===== src/rtl/core/hsbm_pkg.sv =====
// Package for the humidity sensor bus master.
// Holds the item, result and configuration structs, the sequencer phase type and codes.
// No dependencies.
package hsbm_pkg;

    typedef struct packed {
        logic [2:0] operation;
        logic [7:0] write_value;
        logic       data_line_in;
    } t_in;

    typedef struct packed {
        logic        clock_out;
        logic        data_drive_enable;
        logic        data_level_out;
        logic        busy_res;
        logic        done_res;
        logic [15:0] result_word;
        logic [7:0]  result_checksum;
        logic [1:0]  error_count;
    } t_out;

    typedef struct packed {
        logic [7:0]  bit_half_ticks;
        logic [9:0]  start_phase_ticks;
        logic [9:0]  poll_interval_ticks;
        logic [15:0] poll_limit;
    } t_cfg;

    typedef enum logic [19:0] {
        PH_IDLE   = 20'h00001,
        PH_RST_HI = 20'h00002,
        PH_RST_LO = 20'h00004,
        PH_TS0    = 20'h00008,
        PH_TS1    = 20'h00010,
        PH_TS2    = 20'h00020,
        PH_TS3    = 20'h00040,
        PH_TS4    = 20'h00080,
        PH_TS5    = 20'h00100,
        PH_TS6    = 20'h00200,
        PH_W_SET  = 20'h00400,
        PH_W_HIGH = 20'h00800,
        PH_W_LOW  = 20'h01000,
        PH_W_ACK  = 20'h02000,
        PH_W_TAIL = 20'h04000,
        PH_POLL   = 20'h08000,
        PH_R_HIGH = 20'h10000,
        PH_R_LOW  = 20'h20000,
        PH_R_ACK  = 20'h40000,
        PH_R_TAIL = 20'h80000
    } t_phase;

    localparam logic [2:0] OP_NONE         = 3'd0;
    localparam logic [2:0] OP_CONN_RESET   = 3'd1;
    localparam logic [2:0] OP_SOFT_RESET   = 3'd2;
    localparam logic [2:0] OP_MEAS_TEMP    = 3'd3;
    localparam logic [2:0] OP_MEAS_HUMI    = 3'd4;
    localparam logic [2:0] OP_READ_STATUS  = 3'd5;
    localparam logic [2:0] OP_WRITE_STATUS = 3'd6;

    localparam logic [7:0] CMD_SOFT_RESET   = 8'h1e;
    localparam logic [7:0] CMD_MEAS_TEMP    = 8'h03;
    localparam logic [7:0] CMD_MEAS_HUMI    = 8'h05;
    localparam logic [7:0] CMD_READ_STATUS  = 8'h07;
    localparam logic [7:0] CMD_WRITE_STATUS = 8'h06;

    localparam logic [1:0] CFG_BIT_HALF      = 2'd0;
    localparam logic [1:0] CFG_START_PHASE   = 2'd1;
    localparam logic [1:0] CFG_POLL_INTERVAL = 2'd2;
    localparam logic [1:0] CFG_POLL_LIMIT    = 2'd3;

    localparam logic [3:0] BITS_PER_BYTE = 4'd8;

endpackage


===== src/rtl/core/hsbm_seq.sv =====
// Bus sequencer for the humidity sensor bus master.
// Holds the phase and transfer state and computes one result per tick item.
// Depends on hsbm_pkg.
module hsbm_seq #(
    parameter int RESET_CLOCKS = 9
) (
    input  logic          i_clk,
    input  logic          i_rst_n,
    input  logic          i_accept,
    input  hsbm_pkg::t_in  i_item,
    input  hsbm_pkg::t_cfg i_cfg,
    output hsbm_pkg::t_out o_result
);
    import hsbm_pkg::*;

    localparam logic [3:0] RESET_COUNT = 4'(RESET_CLOCKS);

    t_phase      r_phase, n_phase, s_phase;
    logic [9:0]  r_tick, n_tick;
    logic [3:0]  r_bit, n_bit, s_bit;
    logic [7:0]  r_shift, n_shift, s_shift;
    logic [1:0]  r_byte, n_byte, s_byte;
    logic [15:0] r_poll, n_poll, s_poll;
    logic [2:0]  r_cmd, n_cmd, s_cmd;
    logic [7:0]  r_value, n_value, s_value;
    logic [15:0] r_word, n_word;
    logic [7:0]  r_csum, n_csum;
    logic [1:0]  r_err, n_err;

    logic        start_cmd;
    logic        clk_lvl, drv_en, drv_lvl, seg_end, done;
    logic [9:0]  seg_len, half_len, start_len, poll_len;
    logic [15:0] limit;
    logic        last_rd;
    logic [3:0]  bit_inc;
    logic [16:0] poll_inc;

    assign start_cmd = (r_phase == PH_IDLE) && (i_item.operation != OP_NONE) &&
                       (i_item.operation <= OP_WRITE_STATUS);

    always_comb begin
        s_phase = r_phase;
        s_cmd   = r_cmd;
        s_value = r_value;
        s_byte  = r_byte;
        s_bit   = r_bit;
        s_poll  = r_poll;
        s_shift = r_shift;
        if (start_cmd) begin
            s_cmd   = i_item.operation;
            s_value = i_item.write_value;
            s_byte  = '0;
            s_bit   = '0;
            s_poll  = '0;
            s_shift = '0;
            if (i_item.operation == OP_CONN_RESET || i_item.operation == OP_SOFT_RESET) begin
                s_phase = PH_RST_HI;
            end else begin
                s_phase = PH_TS0;
            end
        end
    end

    assign half_len  = (i_cfg.bit_half_ticks == '0) ? 10'd1 : {2'b00, i_cfg.bit_half_ticks};
    assign start_len = (i_cfg.start_phase_ticks == '0) ? 10'd1 : i_cfg.start_phase_ticks;
    assign poll_len  = (i_cfg.poll_interval_ticks == '0) ? 10'd1 : i_cfg.poll_interval_ticks;
    assign limit     = (i_cfg.poll_limit == '0) ? 16'd1 : i_cfg.poll_limit;
    assign last_rd   = (s_cmd == OP_READ_STATUS) ? (s_byte >= 2'd1) : (s_byte >= 2'd2);
    assign bit_inc   = s_bit + 4'd1;
    assign poll_inc  = {1'b0, s_poll} + 17'd1;

    always_comb begin
        clk_lvl = 1'b0;
        drv_en  = 1'b0;
        drv_lvl = 1'b0;
        seg_len = half_len;
        case (s_phase)
            PH_RST_HI: begin
                clk_lvl = 1'b1; drv_en = 1'b1; drv_lvl = 1'b1;
            end
            PH_RST_LO: begin
                drv_en = 1'b1; drv_lvl = 1'b1;
            end
            PH_TS0: begin
                drv_en = 1'b1; drv_lvl = 1'b1; seg_len = start_len;
            end
            PH_TS1, PH_TS6: begin
                clk_lvl = 1'b1; drv_en = 1'b1; drv_lvl = 1'b1; seg_len = start_len;
            end
            PH_TS2, PH_TS5: begin
                clk_lvl = 1'b1; drv_en = 1'b1; seg_len = start_len;
            end
            PH_TS3, PH_TS4: begin
                drv_en = 1'b1; seg_len = start_len;
            end
            PH_W_SET, PH_W_LOW: begin
                drv_en = 1'b1; drv_lvl = s_shift[7];
            end
            PH_W_HIGH: begin
                clk_lvl = 1'b1; drv_en = 1'b1; drv_lvl = s_shift[7];
            end
            PH_W_ACK, PH_R_HIGH: begin
                clk_lvl = 1'b1;
            end
            PH_POLL: begin
                seg_len = poll_len;
            end
            PH_R_ACK: begin
                clk_lvl = 1'b1; drv_en = 1'b1; drv_lvl = last_rd;
            end
            default: begin
            end
        endcase
    end

    assign seg_end = (s_phase != PH_IDLE) && (({1'b0, r_tick} + 11'd1) >= {1'b0, seg_len});

    always_comb begin
        n_phase = s_phase;
        n_cmd   = s_cmd;
        n_value = s_value;
        n_byte  = s_byte;
        n_bit   = s_bit;
        n_poll  = s_poll;
        n_shift = s_shift;
        n_word  = r_word;
        n_csum  = r_csum;
        n_err   = r_err;
        n_tick  = r_tick;
        if (start_cmd) begin
            n_tick = '0;
        end
        if (s_phase != PH_IDLE) begin
            n_tick = seg_end ? 10'd0 : n_tick + 10'd1;
        end
        if (seg_end) begin
            case (s_phase)
                PH_RST_HI: n_phase = PH_RST_LO;
                PH_RST_LO: begin
                    if (bit_inc >= RESET_COUNT) begin
                        n_bit   = '0;
                        n_phase = PH_TS0;
                    end else begin
                        n_bit   = bit_inc;
                        n_phase = PH_RST_HI;
                    end
                end
                PH_TS0: n_phase = PH_TS1;
                PH_TS1: n_phase = PH_TS2;
                PH_TS2: n_phase = PH_TS3;
                PH_TS3: n_phase = PH_TS4;
                PH_TS4: n_phase = PH_TS5;
                PH_TS5: n_phase = PH_TS6;
                PH_TS6: begin
                    n_bit   = '0;
                    n_phase = PH_W_SET;
                    case (s_cmd)
                        OP_SOFT_RESET:   n_shift = CMD_SOFT_RESET;
                        OP_MEAS_TEMP:    n_shift = CMD_MEAS_TEMP;
                        OP_MEAS_HUMI:    n_shift = CMD_MEAS_HUMI;
                        OP_READ_STATUS:  n_shift = CMD_READ_STATUS;
                        OP_WRITE_STATUS: n_shift = CMD_WRITE_STATUS;
                        default: begin
                            n_bit   = s_bit;
                            n_phase = PH_IDLE;
                        end
                    endcase
                end
                PH_W_SET:  n_phase = PH_W_HIGH;
                PH_W_HIGH: n_phase = PH_W_LOW;
                PH_W_LOW: begin
                    n_shift = {s_shift[6:0], 1'b0};
                    n_bit   = bit_inc;
                    n_phase = (bit_inc >= BITS_PER_BYTE) ? PH_W_ACK : PH_W_SET;
                end
                PH_W_ACK: begin
                    if (i_item.data_line_in && r_err != 2'd3) begin
                        n_err = r_err + 2'd1;
                    end
                    n_phase = PH_W_TAIL;
                end
                PH_W_TAIL: begin
                    if (s_cmd == OP_MEAS_TEMP || s_cmd == OP_MEAS_HUMI) begin
                        n_poll  = '0;
                        n_phase = PH_POLL;
                    end else if (s_cmd == OP_READ_STATUS) begin
                        n_byte  = '0;
                        n_bit   = '0;
                        n_shift = '0;
                        n_phase = PH_R_HIGH;
                    end else if (s_cmd == OP_WRITE_STATUS && s_byte == 2'd0) begin
                        n_byte  = 2'd1;
                        n_shift = s_value;
                        n_bit   = '0;
                        n_phase = PH_W_SET;
                    end else begin
                        n_phase = PH_IDLE;
                    end
                end
                PH_POLL: begin
                    if (!i_item.data_line_in) begin
                        n_byte  = '0;
                        n_bit   = '0;
                        n_shift = '0;
                        n_phase = PH_R_HIGH;
                    end else begin
                        n_poll = poll_inc[15:0];
                        if (poll_inc >= {1'b0, limit}) begin
                            if (r_err != 2'd3) begin
                                n_err = r_err + 2'd1;
                            end
                            n_byte  = '0;
                            n_bit   = '0;
                            n_shift = '0;
                            n_phase = PH_R_HIGH;
                        end
                    end
                end
                PH_R_HIGH: begin
                    n_shift = {s_shift[6:0], i_item.data_line_in};
                    n_bit   = bit_inc;
                    n_phase = PH_R_LOW;
                end
                PH_R_LOW: begin
                    if (s_bit >= BITS_PER_BYTE) begin
                        if (s_cmd == OP_READ_STATUS) begin
                            if (s_byte == 2'd0) begin
                                n_word = {8'h00, s_shift};
                            end else begin
                                n_csum = s_shift;
                            end
                        end else begin
                            if (s_byte == 2'd0) begin
                                n_word = {s_shift, 8'h00};
                            end else if (s_byte == 2'd1) begin
                                n_word = {r_word[15:8], s_shift};
                            end else begin
                                n_csum = s_shift;
                            end
                        end
                        n_phase = PH_R_ACK;
                    end else begin
                        n_phase = PH_R_HIGH;
                    end
                end
                PH_R_ACK: n_phase = PH_R_TAIL;
                PH_R_TAIL: begin
                    if (last_rd) begin
                        n_phase = PH_IDLE;
                    end else begin
                        n_byte  = s_byte + 2'd1;
                        n_bit   = '0;
                        n_shift = '0;
                        n_phase = PH_R_HIGH;
                    end
                end
                default: n_phase = PH_IDLE;
            endcase
        end
    end

    assign done = seg_end && (n_phase == PH_IDLE);

    always_comb begin
        o_result.clock_out         = clk_lvl;
        o_result.data_drive_enable = drv_en;
        o_result.data_level_out    = drv_lvl & drv_en;
        o_result.busy_res          = (n_phase != PH_IDLE);
        o_result.done_res          = done;
        o_result.result_word       = n_word;
        o_result.result_checksum   = n_csum;
        o_result.error_count       = n_err;
    end

    always_ff @(posedge i_clk) begin
        if (!i_rst_n) begin
            r_phase <= PH_IDLE;
            r_tick  <= '0;
            r_bit   <= '0;
            r_shift <= '0;
            r_byte  <= '0;
            r_poll  <= '0;
            r_cmd   <= '0;
            r_value <= '0;
            r_word  <= '0;
            r_csum  <= '0;
            r_err   <= '0;
        end else if (i_accept) begin
            r_phase <= n_phase;
            r_tick  <= n_tick;
            r_bit   <= n_bit;
            r_shift <= n_shift;
            r_byte  <= n_byte;
            r_poll  <= n_poll;
            r_cmd   <= n_cmd;
            r_value <= n_value;
            r_word  <= n_word;
            r_csum  <= n_csum;
            r_err   <= n_err;
        end
    end

endmodule


===== src/rtl/core/humidity_sensor_bus_master.sv =====
// Top level of the humidity sensor bus master: configuration registers,
// tick item handshake and result register with a skid stage.
// Depends on hsbm_pkg and hsbm_seq.
// An accepted item's result is registered in the output register or, on a stall, in the skid stage.
// Throughput: one tick item per cycle; the input stalls only while the skid stage is full.
// Reset clears the sequencer to idle, the error count and results to zero,
// and loads the configuration registers with their default values.
module humidity_sensor_bus_master #(
    parameter int RESET_CLOCKS = 9
) (
    input  logic           i_clk,
    input  logic           i_rst_n,
    input  logic           i_in_valid,
    output logic           o_in_stall,
    input  hsbm_pkg::t_in  i_in_data,
    output logic           o_out_valid,
    input  logic           i_out_stall,
    output hsbm_pkg::t_out o_out_data,
    input  logic           i_cfg_valid,
    output logic           o_cfg_ready,
    input  logic [1:0]     i_cfg_index,
    input  logic [15:0]    i_cfg_data
);
    import hsbm_pkg::*;

    t_cfg r_cfg;
    t_out seq_result;
    t_out r_skid;
    logic r_skid_valid;
    logic r_out_valid;
    t_out r_out;
    logic in_accept, out_free;

    assign o_cfg_ready = 1'b1;
    assign o_in_stall  = r_skid_valid;
    assign in_accept   = i_in_valid & ~r_skid_valid;
    assign out_free    = ~r_out_valid | ~i_out_stall;
    assign o_out_valid = r_out_valid;
    assign o_out_data  = r_out;

    always_ff @(posedge i_clk) begin
        if (!i_rst_n) begin
            r_cfg.bit_half_ticks      <= 8'd10;
            r_cfg.start_phase_ticks   <= 10'd100;
            r_cfg.poll_interval_ticks <= 10'd100;
            r_cfg.poll_limit          <= 16'd65535;
        end else if (i_cfg_valid) begin
            case (i_cfg_index)
                CFG_BIT_HALF:      r_cfg.bit_half_ticks      <= i_cfg_data[7:0];
                CFG_START_PHASE:   r_cfg.start_phase_ticks   <= i_cfg_data[9:0];
                CFG_POLL_INTERVAL: r_cfg.poll_interval_ticks <= i_cfg_data[9:0];
                CFG_POLL_LIMIT:    r_cfg.poll_limit          <= i_cfg_data;
                default: begin
                end
            endcase
        end
    end

    hsbm_seq #(
        .RESET_CLOCKS(RESET_CLOCKS)
    ) u_seq (
        .i_clk    (i_clk),
        .i_rst_n  (i_rst_n),
        .i_accept (in_accept),
        .i_item   (i_in_data),
        .i_cfg    (r_cfg),
        .o_result (seq_result)
    );

    always_ff @(posedge i_clk) begin
        if (!i_rst_n) begin
            r_out_valid  <= 1'b0;
            r_skid_valid <= 1'b0;
        end else if (out_free) begin
            if (r_skid_valid) begin
                r_out_valid  <= 1'b1;
                r_skid_valid <= 1'b0;
            end else begin
                r_out_valid <= in_accept;
            end
        end else if (in_accept) begin
            r_skid_valid <= 1'b1;
        end
    end

    always_ff @(posedge i_clk) begin
        if (out_free) begin
            if (r_skid_valid) begin
                r_out <= r_skid;
            end else if (in_accept) begin
                r_out <= seq_result;
            end
        end else if (in_accept) begin
            r_skid <= seq_result;
        end
    end

endmodule


===== config.mk =====
export PLATFORM = sky130hd
export DESIGN_NAME = humidity_sensor_bus_master
export DESIGN_NICKNAME = d
export VERILOG_FILES = /design/src/rtl/core/hsbm_pkg.sv /design/src/rtl/core/hsbm_seq.sv /design/src/rtl/core/humidity_sensor_bus_master.sv
export SDC_FILE = /design/constraint.sdc
export NUM_CORES = 1
export LEC_CHECK = 0
export BUFFER_PORTS_ARGS = -buffer_cell sky130_fd_sc_hd__buf_2
export CORE_ASPECT_RATIO = 1.75
export CORE_UTILIZATION = 50
export CTS_CLUSTER_DIAMETER = 200
export CTS_CLUSTER_SIZE = 40
export DETAILED_ROUTE_END_ITERATION = 8
export GPL_TIMING_DRIVEN = 0
export HOLD_SLACK_MARGIN = 0.12
export PLACE_DENSITY = 0.68
export SKIP_LAST_GASP = 1
export SLEW_MARGIN = 10
export SYNTH_ARGS = -nofsm -noshare
export SYNTH_HDL_FRONTEND = slang
export SYNTH_SLANG_ARGS = --single-unit

===== constraint.sdc =====
create_clock -name i_clk -period 18.4 [get_ports i_clk]
set_input_delay 2.76 -clock i_clk [delete_from_list [all_inputs] [get_ports i_clk]]
set_output_delay 2.76 -clock i_clk [all_outputs]
set_load 0.005 [all_outputs]

* After elaboration in Yosys (flattened, before gate mapping)
Cells that the tools add are included.
** Cells by class
- Add/sub/neg operators :: 6
- Multiply operators :: 0
- Div/mod/pow operators :: 0
- Multiplexer cells :: 86
- $lt $le $gt $ge :: 8
- Shift-type cells :: 0
- Eq/ne operators :: 35
- Bitwise gates (word level) :: 8
- Reduce and logical (&&, ||, !) cells :: 30
** Operator list (count)
- $pmux W20 S19 :: 1
- $mux W16 :: 11
- $mux W8 :: 18
- $mux W20 :: 6
- $mux W31 :: 2
- $mux W10 :: 5
- $mux W4 :: 12
- $pmux W8 S6 :: 1
- $eq A20 B1 Y1 const B :: 2
- $ne A20 B1 Y1 const B :: 2
- $pmux W8 S5 :: 1
- $pmux W16 S2 :: 1
- $mux W2 :: 13
- $pmux W4 S6 :: 1
- $mux W11 :: 2
- $eq A20 B10 Y1 const B :: 1
- $eq A20 B11 Y1 const B :: 1
- $eq A20 B12 Y1 const B :: 1
- $eq A20 B13 Y1 const B :: 1
- $eq A20 B14 Y1 const B :: 1
- $eq A20 B15 Y1 const B :: 1
- $eq A20 B16 Y1 const B :: 1
- $eq A20 B17 Y1 const B :: 1
- $eq A20 B18 Y1 const B :: 1
- 54 further kinds :: 86
** Word-level totals
- Bits in latches :: 0
- Register bits after elaboration :: 205
- Output and inout port bits :: 34
- Memory bits (read-only) :: 0
- Memories kept :: 0
- Input bits :: 35
- Memory bits (writable) :: 0

* Longest topological paths before layout
- Depth in word-level cells :: 15
- Depth in mapped cells :: 25
- Mapped depth without buffers :: 20

* Modules after synthesis
Synthesis repeated with hierarchy kept, for this count alone.
** Unflattened totals
- Cells, all modules :: 1460
- Area, all modules :: 12326.8 um2
** By module, submodules not included
- hsbm_seq :: cells each 1170, area an instance 8225.4 um2, times used 1
- humidity_sensor_bus_master :: cells each 290, area an instance 4101.4 um2, times used 1

* Worst setup path after synthesis
OpenSTA, ideal clock, no wires.
- Kind :: input-to-reg
- Start point :: in i_in_data[11] in the netlist's numbering
- End point :: reg u_seq.r_shift[7]
- Library setup time :: 135 ps
- Cell stages on the path :: 21
- Setup slack :: 10691 ps
- Arrival :: 7574 ps
- Path through :: or3_1 and2_1 nand3_1 clkbuf_1 clkbuf_1 clkbuf_1 and2_1 ha_1 nand2_1 or3_1 nor2_1 xnor2_1 nor2_1 ha_1 and4_1 nand2_1 o41ai_1 nor3_1 or4b_1 o21ai_0 a31oi_1
** On the way
- Cells in the longest elaborated chain, start to end :: 11
** RTL lines
- from (decl) :: RTL line humidity_sensor_bus_master.sv:15 : input hsbm_pkg::t_in i_in_data,
- parallel branches: the longest is 10 deep, another holds $add A16 B1 Y17
- $mux W8 * :: RTL line hsbm_seq.sv:136 : if (seg_end) begin
- to (signal assigned) :: RTL line hsbm_seq.sv:292 : r_shift <= n_shift;
- to (decl) :: RTL line hsbm_seq.sv:21 : logic [7:0] r_shift, n_shift, s_shift;
Every way passes the cells marked *.
A chain may end at the register's enable or synchronous reset.

* Final worst setup path
- Start point :: in i_in_data[11] in the netlist's numbering
- End point :: reg u_seq.r_shift[5]
Same word-level chain as after synthesis.

==> results summary <==
The top achievable clock speed came out at 96.7 MHz. The total core area is 0.0229 sq mm. The met3 demand-to-capacity share in global routing is 4.62%. In this design, the critical path's most frequently occurring cell is sky130_fd_sc_hd__clkbuf_1.

After synthesis, the netlist uses 89 different library cells. The wire length of the first global-routing pass came out at between 60,000 and 70,000 microns. The flow ran to the end, and the final reports show no timing, DRC or antenna violations. The average detailed-routed wire length per instance is 23.6 microns.

The headroom to the max-slew limit is 11.9%. Before antenna repair, the detailed router went through 5 iterations. The buffers plus inverters on the worst setup path came out at 4. The kind of cell with the highest combined delay on the critical path is simple AND/OR/NAND/NOR gates. Setup repair after global routing left no endpoint under its margin. In this run the worst hold path is classified as register to register.

The final layout contains routed wiring with a total length of around 41,000 microns. CTS built an H-tree with a depth of 1. The largest net degree at the start of global routing came out at 42. Input and output buffers added on the ports amount to 66. The synthesized net count came out at 1,440.

The share of the clock period used by the worst path after layout came out at 56.2%. The source-to-sink clock delay at the later pin of the worst-skew pair came out at between 0.5 and 0.6 ns. The number of placed instances, taps included came out at 1,737. The starting utilization of the core area came out at 51.3%. The arrival time reported for the critical path endpoint is 10.75 ns. The number of antenna violations at the first check in global routing is 0. For the worst setup path, the data required time is 18.81 ns. The worst setup path is launched from an input pin. The die extent in x came out at 118 microns. The delay of the slowest critical-path stage is 0.93 ns.

After floorplanning, the core was divided into 73 placement rows. Across all hold checks on the routed design, the worst slack comes to roughly 0.47 ns. The reported leakage power is just over 5 nW. The final worst clock skew came out at ~0.074 ns. The slew at the pin closest to its max-slew limit is about 1.3 ns.

The sort of element at the end of the critical path is a register. CTS saw 205 sinks. CTS placed an instance of sky130_fd_sc_hd__clkbuf_16 at the clock tree root. The number of vias after detailed routing is 11.0k. The most used flip-flop cell after synthesis is sky130_fd_sc_hd__dfxtp_1. From synthesis to final layout, the design area changed by 8.89%. The number of buffers added for setup after CTS is 0.

The average cell area after synthesis is 8.59 sq um. Summing every instance area after synthesis gives roughly 0.012 sq mm. The setup TNS came out at 0 ns. The share of cells above drive strength 1 is 12.7%. In the routed design, unresolved DRC markers number 0. The HPWL after detailed placement is 31,900 microns. The total die area came out at 0.0242 sq mm. The hold violation total from the final report is 0. In the routed layout, each cell is associated on average with a via count of around 6.3. The number of hold buffers added after CTS was 0. The final-stage net count is ~1.5k. The critical path is of the input pin to register type. The via count of the first global-routing pass was around 11k. The number of gates resized after CTS came out at 0.

Yosys printed 0 warnings. For this run, the number of standard cells in the final layout without fillers is 1,750. The signal on the critical path passes through buf_2, or3_1, and2_1, nand3_1, clkbuf_1, clkbuf_1, clkbuf_1, and2_1, ha_1, nand2_1, nor3_1, nand3_1, xor2_1, nor2_1, ha_1, and3_1, nand2_1, o41ai_1, nor3_2, o41ai_1, a21boi_0, o21a_1. The number of buffers created by CTS is 9. The number of antenna-violating nets in the routed design came out at 0. The count of antenna diodes in the layout came out at 0.

The slowest stage of the critical path is the sky130_fd_sc_hd__o41ai_1 cell. The number of setup violations in the final report is 0. In this run the worst path has a maximum fanout of 10. The number of DRC violations after detailed-routing iteration 0 came out at about 900. The design draws 1.42 mW. For this design the ratio of total power to cell area is 111 mW/mm^2.

The final weighted congestion in routability-driven placement came out at 0.992. The library cell used most frequently in the layout, excluding fill and tap cells, is sky130_fd_sc_hd__nand2_1. The clock passes through at most 3 buffers.

The largest vdd supply drop came out at 115 uV. The clock period minus final worst setup slack is approximately 10 ns. In the global route stage, met1 resource usage came out at between 30% and 40%.

The post-synthesis instance total came out at between 1k and 1.5k. The number of slew-limit violations in the final report is 0. 69 I/O pins were placed. met2 is the most crowded layer. In the layout the commonest cells are 218 x sky130_fd_sc_hd__nand2_1, 143 x sky130_fd_sc_hd__dfxtp_1, 99 x sky130_fd_sc_hd__a21oi_1, 85 x sky130_fd_sc_hd__nor2_1, 80 x sky130_fd_sc_hd__buf_2. Global routing finished with a remaining overflow of 0.

The vertical die dimension came out at 205 microns. After synthesis the netlist holds a flip-flop and latch count of slightly above 200. The CTS clock-pin slew for the worst setup and hold paths is approximately 0.15 ns. The met2 track demand over resource came out at 64.5%. The number of max-cap violations is 0. The part of the Yosys area used for sequential elements came out at 40.2%. TritonCTS built the clock tree.

The number of enable-type register cells in the synthesized netlist came out at 62. The share of async-settable or async-resettable flops after synthesis came out at 0%. The overall routing resource usage is about 34%.
[flip-flops by register name, indices dropped and copies added, names as in the netlist]
register / flops
o_out_valid: 1
u_seq.r_word: 16
u_seq.r_tick: 10
u_seq.r_cmd: 3
r_cfg: 44
u_seq.r_byte: 2
u_seq.r_poll: 16
r_skid: 31
u_seq.r_value: 8
u_seq.r_bit: 4
o_out_data: 31
u_seq.r_phase: 20
u_seq.r_shift: 8
u_seq.r_csum: 8
u_seq.r_err: 2
o_in_stall: 1
[stage by stage]
step	utilization, %	instance area [sq um]	worst slack (ns)
finish	55.9	12800	8.06
CTS	55.9	12800	8.37
global placement	54.4	12500	7.81
floorplan	-	11800	10.69
global route	55.9	12800	7.75
detailed placement	54.7	12500	7.88
[cell families after synthesis]
family,Yosys count,share of synthesized area (%)
flip-flops,205,40.2
other,1,0.0319
XOR/XNOR,37,2.75
AND/OR/NAND/NOR,576,25.2
adder cells (fa/ha/maj),36,3.83
buffers and inverters,132,4.66
AO/OA/AOI/OAI,336,19.1
multiplexers,46,4.32
[worst paths after layout]
check	start	endpoint	slack, ns	cells after the start
setup / recovery	i_in_data[11]	u_seq.r_shift[5]	8.06	22
hold reg to reg	r_cfg[26]	r_cfg[26]	0.47	2
setup reg to reg	u_seq.r_phase[19]	u_seq.r_shift[5]	9.62	23
hold / removal	r_cfg[26]	r_cfg[26]	0.47	2
[area by class of cell]
class,count,area (sq um)
sequential,205,4720
timing repair buffer,68,385
buffer,94,405
inverter,38,143
multi-input combinational,1032,6510
clock inverter,1,30.0
fill,2178,10100
tap,300,375
clock buffer,12,236
[cell usage after synthesis, drive strengths merged (9+ instances only)]
master	number	area [sq um]
or4	12	93.8
and2	19	119
xor2	14	123
buf	25	145
dfxtp	143	2860
ha	36	450
clkbuf	69	260
a21oi	101	509
edfxtp	62	1860
inv	37	139
xnor2	23	201
o211ai	26	195
nand3	50	250
and3	16	100
and4	9	80.1
nand2	219	825
nand4	24	156
nor2	86	323
or2	23	144
o21ai	67	339
a22oi	9	67.6
a31oi	10	62.6
nor3	30	160
nor4	33	273
o21a	12	90.1
o211a	21	210
mux2	38	428
[tightest hold or removal path, delay by kind of cell, from the launching register on]
kind	cells	cell delay [ns]
AND/OR/NAND/NOR	1	0.05
AO/OA/AOI/OAI	1	0.05
flip-flops	1	0.34
[where the power goes]
group	leakage [nW]	switching [mW]	internal [mW]
logic	3.20	0.470	0.184
clock network	0.126	0.151	0.0949
registers	1.76	0.0183	0.507
total	5.08	0.639	0.786
[per-layer routing]
metal / vias up / part of all wire, %
met5: - / 0
li1: 5149 / -
met4: 0 / 8.8
met2: 387 / 51
met3: 172 / 5.0
met1: 5246 / 35
(Power assumes the default switching activity.)
